===== config.mk =====
export PLATFORM = sky130hd
export DESIGN_NAME = idr_ctrl
export DESIGN_NICKNAME = d
export VERILOG_FILES = /design/src/rtl/assert_macros.svh /design/src/rtl/idr_pkg.sv /design/src/rtl/idr_ctrl.sv
export SDC_FILE = /design/constraint.sdc
export NUM_CORES = 1
export LEC_CHECK = 0
export BUFFER_PORTS_ARGS = -buffer_cell sky130_fd_sc_hd__buf_2
export CORE_AREA = 2 2 39 41
export CTS_CLUSTER_DIAMETER = 200
export DETAILED_ROUTE_END_ITERATION = 10
export DIE_AREA = 0 0 41 43
export GPL_TIMING_DRIVEN = 0
export SYNTH_ARGS = -nofsm -noshare
export SYNTH_HDL_FRONTEND = slang
export SYNTH_SLANG_ARGS = --single-unit

===== constraint.sdc =====
create_clock -name clk -period 0.93 [get_ports clk]
set_input_delay 0.2325 -clock clk [delete_from_list [all_inputs] [get_ports clk]]
set_output_delay 0.2325 -clock clk [all_outputs]
set_load 0.005 [all_outputs]

===== src/rtl/assert_macros.svh =====
// Assertion macros used by the top-level RTL file.
`ifndef ASSERT_MACROS_SVH
`define ASSERT_MACROS_SVH

// Clocked check, disabled while reset is active.
`define ASSERT_CLK(label, prop, msg) \
	label: assert property (@(posedge clk) disable iff (!arst_n) (prop)) else $error(msg);

// Clocked implication check.
`define ASSERT_IMPL(label, pre, post, msg) \
	label: assert property (@(posedge clk) disable iff (!arst_n) (pre) |-> (post)) \
		else $error(msg);

`endif


===== src/rtl/idr_pkg.sv =====
// Package for the indexed deque ring: sizes, command and status codes, control structs.
package idr_pkg;

	localparam int DEPTH      = 256;
	localparam int DATA_WIDTH = 32;
	localparam int ADDR_W     = $clog2(DEPTH);
	localparam int CNT_W      = ADDR_W + 1;

	localparam int CMD_W  = 3;
	localparam int POS_W  = 8;
	localparam int VAL_W  = 32;
	localparam int RD_W   = 32;
	localparam int STAT_W = 2;
	localparam int OCC_W  = 9;

	typedef enum logic [CMD_W-1:0] {
		CMD_PUSH_BACK   = 3'd0,
		CMD_PUSH_FRONT  = 3'd1,
		CMD_READ_INDEX  = 3'd2,
		CMD_WRITE_INDEX = 3'd3,
		CMD_READ_FRONT  = 3'd4,
		CMD_READ_BACK   = 3'd5,
		CMD_WRITE_FRONT = 3'd6,
		CMD_WRITE_BACK  = 3'd7
	} cmd_e_t;

	localparam logic [STAT_W-1:0] ST_OK    = 2'd0;
	localparam logic [STAT_W-1:0] ST_RANGE = 2'd1;
	localparam logic [STAT_W-1:0] ST_FULL  = 2'd2;

	// Controller to datapath.
	typedef struct packed {
		logic latch_in;   // capture the input transaction
		logic exec;       // check bounds, access the ring, update pointers
		logic load_out;   // move the result into the output register
	} dp_cmd_t;

	// Datapath to controller.
	typedef struct packed {
		logic out_free;   // output register empty or being drained this cycle
	} dp_stat_t;

endpackage


===== src/rtl/idr_ctrl.sv =====
// Sequencer for the indexed deque ring: accept, execute, load result.
module idr_ctrl (
	input  logic              clk,
	input  logic              arst_n,
	input  logic              in_valid,
	output logic              in_ready,
	input  idr_pkg::dp_stat_t stat,
	output idr_pkg::dp_cmd_t  cmd
);
	import idr_pkg::*;

	typedef enum logic [2:0] {
		S_IDLE = 3'b001,
		S_EXEC = 3'b010,
		S_CAPT = 3'b100
	} state_t;

	state_t state_q, state_d;

	always_comb begin
		state_d      = state_q;
		in_ready     = 1'b0;
		cmd.latch_in = 1'b0;
		cmd.exec     = 1'b0;
		cmd.load_out = 1'b0;
		case (state_q)
			S_IDLE: begin
				in_ready     = 1'b1;
				cmd.latch_in = in_valid;
				if (in_valid) begin
					state_d = S_EXEC;
				end
			end
			S_EXEC: begin
				cmd.exec = 1'b1;
				state_d  = S_CAPT;
			end
			S_CAPT: begin
				// RAM read data holds until the output slot frees up
				if (stat.out_free) begin
					cmd.load_out = 1'b1;
					state_d      = S_IDLE;
				end
			end
			default: begin
				state_d = S_IDLE;
			end
		endcase
	end

	always_ff @(posedge clk or negedge arst_n) begin
		if (!arst_n) begin
			state_q <= S_IDLE;
		end else begin
			state_q <= state_d;
		end
	end

endmodule


Yosys cells after proc, flatten, opt, wreduce, memory -nomap -nowiden
Index checks and enable logic that the tools add are counted.
Storage, ports and cells
  word-level logic and storage cells: 15
  bits in registers: 3
  output and inout port bits: 4
  bits of input ports: 4
Cells by class
  eq/ne operators: 5
  reduce and logical (&&, ||, !) cells: 1
  multiplexer cells: 8
Operators with widths (count)
  one-hot mux 3 bit (3 select lines): 1
  2-to-1 mux 3 bit: 2
  2-to-1 mux 1 bit: 5
  inequality test 2 bit (second input constant): 2
  equality test 3 x 1 -> 1 bit (second input constant): 1
  equality test 3 x 2 -> 1 bit (second input constant): 1
  equality test 3 bit (second input constant): 1
  AND reduction 2 bit: 1

Logic depth before layout (Yosys ltp)
Gate-level depths: netlist (run 1).
  depth after elaboration: 3
  mapped depth: 2
  mapped depth without buffers: 2

Least setup slack after synthesis (run 1)
No wires, ideal clock.
  kind: register -> output
  start: register state_q[0]
  end: output port cmd[2] (netlist name)
  stages on the path, launching flop included: 2
  data required time: 697 ps
  path slack: -83 ps
  arrival time: 781 ps
  path through: dfstp_2 and4bb_2
RTL lines
  start: declaration: RTL line idr_ctrl.sv:18  | state_t state_q, state_d;
  start signal: assignment: RTL line idr_ctrl.sv:55  | state_q <= state_d;
  end: declaration: RTL line idr_ctrl.sv:8  | output idr_pkg::dp_cmd_t cmd

==> metrics, run 1 <==
CP cell instances and4bb_2 > buf_2; initial core utilization a little under an eighth; violated checks setup timing; YS warnings 0; number of buffers added for setup after CTS 0; Synth area leaders dfrtp_1, and4bb_2, dfstp_2; GRT Overall Usage around 5.5%; crit path kind reg -> out; reg2reg setup slack -70 ps; first-pass GRT wire length ~530 µm; cell row count 14; Setup Skew between 3 and 4 ps; synth cell count leaders and4bb_2, dfrtp_1; max_cap viols 0; hold endpoint state_q[0]; Worst Setup End Kind primary output; Synth Net Count 16; 1st-iter DRT viols 2; min-delay worst type in -> reg; # fillers between 150 and 200; worst endpoint data arrival time ~1200 ps; Max Slew Vio Count 0; CP delay by family, top flip-flops; Reg-to-Reg Start state_q[1]; Sw Ratio between 20% and 30%; most common cell in the netlist and4bb_2; total die area 1760 µm²; P&R area growth vs syn 68.2%; synthesized area between 150 and 200 µm²; slew margin rel. between 70% and 80%; Placed Area around 220 µm²; CTS tree built; Worst-Skew Late Latency between 200 and 250 ps; Reg power frac a little over a third; status finished with violations; layout cells sized above 1 between 70% and 80%; global route overflow 0; PwrDens about 2600 nW/µm²; final worst slack -462 ps; Comb power frac approximately a third; # setup viols final 6; post-route insts no fill 40; # DRC 0; Worst Path Max Fanout 6; maximum root-to-sink buffer count 2; via/cell ratio about 3.4; area of the multi-input gates 82.6 µm²; crit share post-route 150%; routability congestion estimate from global placement 0.578; Pre-Repair DR Iteration Count 2; Seq/Total Area, Yosys between 40% and 50%; share of the synthesized area in the top cell type a little under a third; VDD IR-drop max about 0.00056 V; EDFF count, synth 0; routed length per placed instance around 8.6 µm; Mapped Cells 12; FF/Latch Area 77.6 µm²; Avg Cell Area, Syn approximately 13 µm²; placed cell count 35; total wire length ~350 µm; Top reg by flops state_q; ys async rst share 100%; CP bufs+invs 1; Largest regs state_q (3); Slowest-stage cell, CP dfstp_2; RSZ-0062 raised after global routing true; leakage approximately 0.12 nW; fin crit period about 1400 ps; TritonCTS buffer count 3; worst r2r path cells 2; # port buffers 7; CTS clk-pin slew, worst paths 30 ps; vias in the first global route roughly 130; Clock Tree Root clkbuf_4; Critical Path RT ~700 ps; final core utilization 19.6%; Synth cell types 9; via count roughly 130; hold path startpoint stat; fin nets 29; H-tree Lvls 1; Slew @ Worst Pin around 340 ps; Die X 41 µm; IO Count 8; ys flop type dfrtp_1; Detail Route Antenna Nets 0; max incr delay on CP approximately 560 ps; #FFs+latches synth 3; Die Span Y around 43 µm; cell taking the most area after synthesis dfrtp_1; Int Power roughly 0.00052 W; CTS Sinks 3; antenna violations before repair 0; largest net degree at the start of global routing 7; Clock power frac a little under a third; CP Launch Type flip-flop; Core Region ~1400 µm²; Fmax between 700 and 800 MHz; max reg flops 3; Sw Pwr 0.000200 W; R2R Path End state_q[2]; Final Cell Area 272 µm²; final hold viol count 0; n_diodes 0; hold path depth 3
worst reg2reg max path, stage by stage (launching register included):
cell	delay, ps
dfrtp_1	410
nor4b_1	370
or2_1	150
power groups by stage:
stage	Clock [W]	Combinational (W)	Sequential (W)
2_1_floorplan	0	0.000146	0.000244
3_3_place_gp	0	0.000219	0.000258
3_5_place_dp	0	0.000220	0.000259
4_1_cts	0.000239	0.000236	0.000258
5_1_grt	0.000248	0.000260	0.000272
6_report	0.000225	0.000234	0.000260
worst max path at each step:
stage | start | endpoint | slack, ps | cells past startpoint
6_report | state_q[0] | cmd[2] | -460 | 2
5_1_grt | state_q[0] | cmd[2] | -510 | 2
2_1_floorplan | state_q[0] | cmd[2] | -80 | 1
3_5_place_dp | state_q[0] | cmd[2] | -220 | 2
4_1_cts | state_q[0] | cmd[2] | -470 | 2
3_3_place_gp | state_q[0] | cmd[2] | -230 | 2
area by class of cell:
| cell class | count | share of cell area (%) |
|---|---|---|
| Sequential cell | 3 | 28.6 |
| Timing Repair Buffer | 8 | 21.2 |
| Multi-Input combinational cell | 8 | 30.4 |
| Clock buffer | 4 | 9.68 |
| Buffer | 1 | 2.76 |
| Tap cell | 16 | 7.37 |
routing by layer:
layer	global-route usage, %	part of all wire [%]
met5	0	0
met4	8.00	0
met2	4.38	36
met1	6.47	49
met3	4.71	14
metrics by stage:
| step | TNS, ps | power [W] | setup slack, ps | hold WS (ps) |
|---|---|---|---|---|
| 2_1_floorplan | -191 | 0.000390 | -78.6 | -63.1 |
| 3_3_place_gp | -857 | 0.000477 | -227 | 29.9 |
| 3_5_place_dp | -839 | 0.000479 | -216 | 29.8 |
| 4_1_cts | -1860 | 0.000733 | -469 | 312 |
| 5_1_grt | -2130 | 0.000780 | -512 | 324 |
| 6_report | -1790 | 0.000719 | -462 | 311 |
layout by cell type, fill, tap and decap left out:
cell type	netlist	layout
or2_1	1	1
clkbuf_1	0	1
nor3_1	1	1
nor3b_2	1	2
dfrtp_1	2	1
buf_4	1	1
clkbuf_4	0	3
dfstp_2	1	1
buf_2	0	5
dfrtp_2	0	1
and4bb_2	3	3
dlygate4sd3_1	0	1
nor4b_1	1	1
buf_6	0	2
cell families after synthesis:
kind of cell / synth area share (%)
buf+inv: 4.65
simple gates: 48.1
flops: 47.3
repair_timing:
action                                  CTS  global route
endpoints found under the setup margin    6             6
endpoints found under the hold margin     3             0
resized for setup                         2             2
hold buffers                              1             0
Note: power is estimated with default switching activity, not from simulation.
==> run 2: changes to the inputs <==
--- a/config.mk
+++ b/config.mk
@@ -11,6 +11,7 @@
 export DETAILED_ROUTE_END_ITERATION = 10
 export DIE_AREA = 0 0 41 43
 export GPL_TIMING_DRIVEN = 0
+export RECOVER_POWER = 25
 export SYNTH_ARGS = -nofsm -noshare
 export SYNTH_HDL_FRONTEND = slang
 export SYNTH_SLANG_ARGS = --single-unit
==> metrics, run 2 (same netlist as run 1, synthesis figures left out) <==
total die area 1760 µm² (unchanged); max reg flops 3 (unchanged); worst endpoint data arrival time 1160 ps (about the same); P&R area growth vs syn 67.4%; TritonCTS buffer count 3 (unchanged); min-delay worst type in -> reg; Detail Route Antenna Nets 0 (unchanged); RSZ-0062 raised after global routing true; final worst slack -462 ps (unchanged); Slew @ Worst Pin 340 ps (unchanged); Core Region 1380 µm² (unchanged); violated checks setup timing; reg2reg setup slack -70 ps (about the same); # port buffers 7 (unchanged); fin nets 29 (unchanged); Largest regs state_q (3); Critical Path RT 700 ps (about the same); # DRC 0 (unchanged); layout cells sized above 1 70.8% (-4.2 points); leakage 0.115 nW (-2.3%); Int Power 0.000519 W (-0.12%); via/cell ratio 3.35 (unchanged); vias in the first global route 128 (unchanged); Slowest-stage cell, CP dfstp_2; Placed Area 221 µm² (unchanged); crit path kind reg -> out; first-pass GRT wire length 531 µm (unchanged); 1st-iter DRT viols 2 (unchanged); Top reg by flops state_q; # setup viols final 6 (unchanged); final core utilization 19.5% (-0.090 points); Die X 41 µm (unchanged); Pwr Total 0.000719 W (about the same); routed length per placed instance 8.58 µm (-0.58%); via count 134 (unchanged); largest net degree at the start of global routing 7 (unchanged); max incr delay on CP 560 ps (about the same); Fmax 719 MHz (unchanged); cell row count 14 (unchanged); maximum root-to-sink buffer count 2 (unchanged); Worst Path Max Fanout 6 (unchanged); CP Launch Type flip-flop; CTS clk-pin slew, worst paths 30 ps (about the same); dpl ws -216 ps (unchanged); VDD IR-drop max 0.000563 V (-0.13%); PwrDens 2660 nW/µm² (+0.38%); Clock power frac 31.3% (about the same); antenna violations before repair 0 (unchanged); Worst Setup End Kind primary output; Sw Ratio 27.8% (about the same); Die Span Y 43 µm (unchanged); total wire length 343 µm (-0.58%); IO Count 8 (unchanged); status finished with violations; final hold viol count 0 (unchanged); Pre-Repair DR Iteration Count 2 (unchanged); CP bufs+invs 1 (unchanged); CTS tree built; initial core utilization 11.7% (unchanged); Comb power frac 32.5% (about the same); Max Slew Vio Count 0 (unchanged); CP delay by family, top flip-flops; Clock Tree Root clkbuf_4; routability congestion estimate from global placement 0.578 (unchanged); GRT Overall Usage 5.53% (unchanged); slew margin rel. 77.0% (unchanged); CTS Sinks 3 (unchanged); # fillers 153 (unchanged); CP cell instances and4bb_2 > buf_2; Worst-Skew Late Latency 230 ps (about the same); Reg power frac 36.2% (about the same); Final Cell Area 270 µm² (-0.46%); most frequent cells in the layout buf_2, and4bb_2, clkbuf_4; fin crit period 1390 ps (unchanged); most common cell after layout, fill and taps aside buf_2; Sw Pwr 0.000200 W (about the same); global route overflow 0 (unchanged); crit share post-route 150% (unchanged); Setup Skew 3.26 ps (unchanged); max_cap viols 0 (unchanged); n_diodes 0 (unchanged); H-tree Lvls 1 (unchanged)
## run 2: worst reg2reg max path, stage by stage (launching register included)
cell and delay (ps):
dfrtp_1 410, nor4b_1 370, or2_1 150
## run 2: worst paths after layout
check / start / to / depth (start not counted)
min in group asynchronous: arst_n / state_q[1] / 2
max reg2reg: state_q[1] / state_q[2] / 2
min reg2reg: state_q[0] / state_q[1] / 1
max in group asynchronous: arst_n / state_q[0] / 2
max: state_q[0] / cmd[2] / 2
min: stat / state_q[0] / 3
## run 2: metal layers
metal / share of wire (%) / global-route usage (%) / up-vias
li1: - / - / 70
met1: 49 / 6.47 / 56
met2: 36 / 4.38 / 8
met3: 14 / 4.71 / 0
met4: 0 / 8.00 / 0
met5: 0 / 0 / -
## run 2: power by group through the flow
stage          sequential (W)  clock, W  combinational, W
2_1_floorplan        0.000244         0          0.000146
3_3_place_gp         0.000258         0          0.000219
3_5_place_dp         0.000259         0          0.000220
4_1_cts              0.000258  0.000239          0.000236
5_1_grt              0.000272  0.000248          0.000260
6_report             0.000260  0.000225          0.000233
## run 2: final cells by class
type                    count  area (µm²)  share of cell area [%]
clock buffers               4        26.3                    9.72
well taps                  16        20.0                    7.41
plain buffers               1        7.51                    2.78
flip-flops and latches      3        77.6                    28.7
repair buffers              8        56.3                    20.8
multi-input cells           8        82.6                    30.6
## run 2: per-stage QoR
| step | hold slack, ps | TNS (ps) | cells |
|---|---|---|---|
| 3_3_place_gp | 29.9 | -857 | 35 |
| 2_1_floorplan | -63.1 | -191 | 12 |
| 3_5_place_dp | 29.8 | -839 | 35 |
| 6_report | 311 | -1790 | 40 |
| 5_1_grt | 341 | -2130 | 40 |
| 4_1_cts | 312 | -1860 | 40 |
## run 2: what timing repair did
action,4_1_cts,5_1_grt
pin swaps,0,0
hold endpoints to repair,3,0
gates resized for setup,2,2
setup buffers,0,0
endpoints found under the setup margin,6,6
hold buffers,1,0
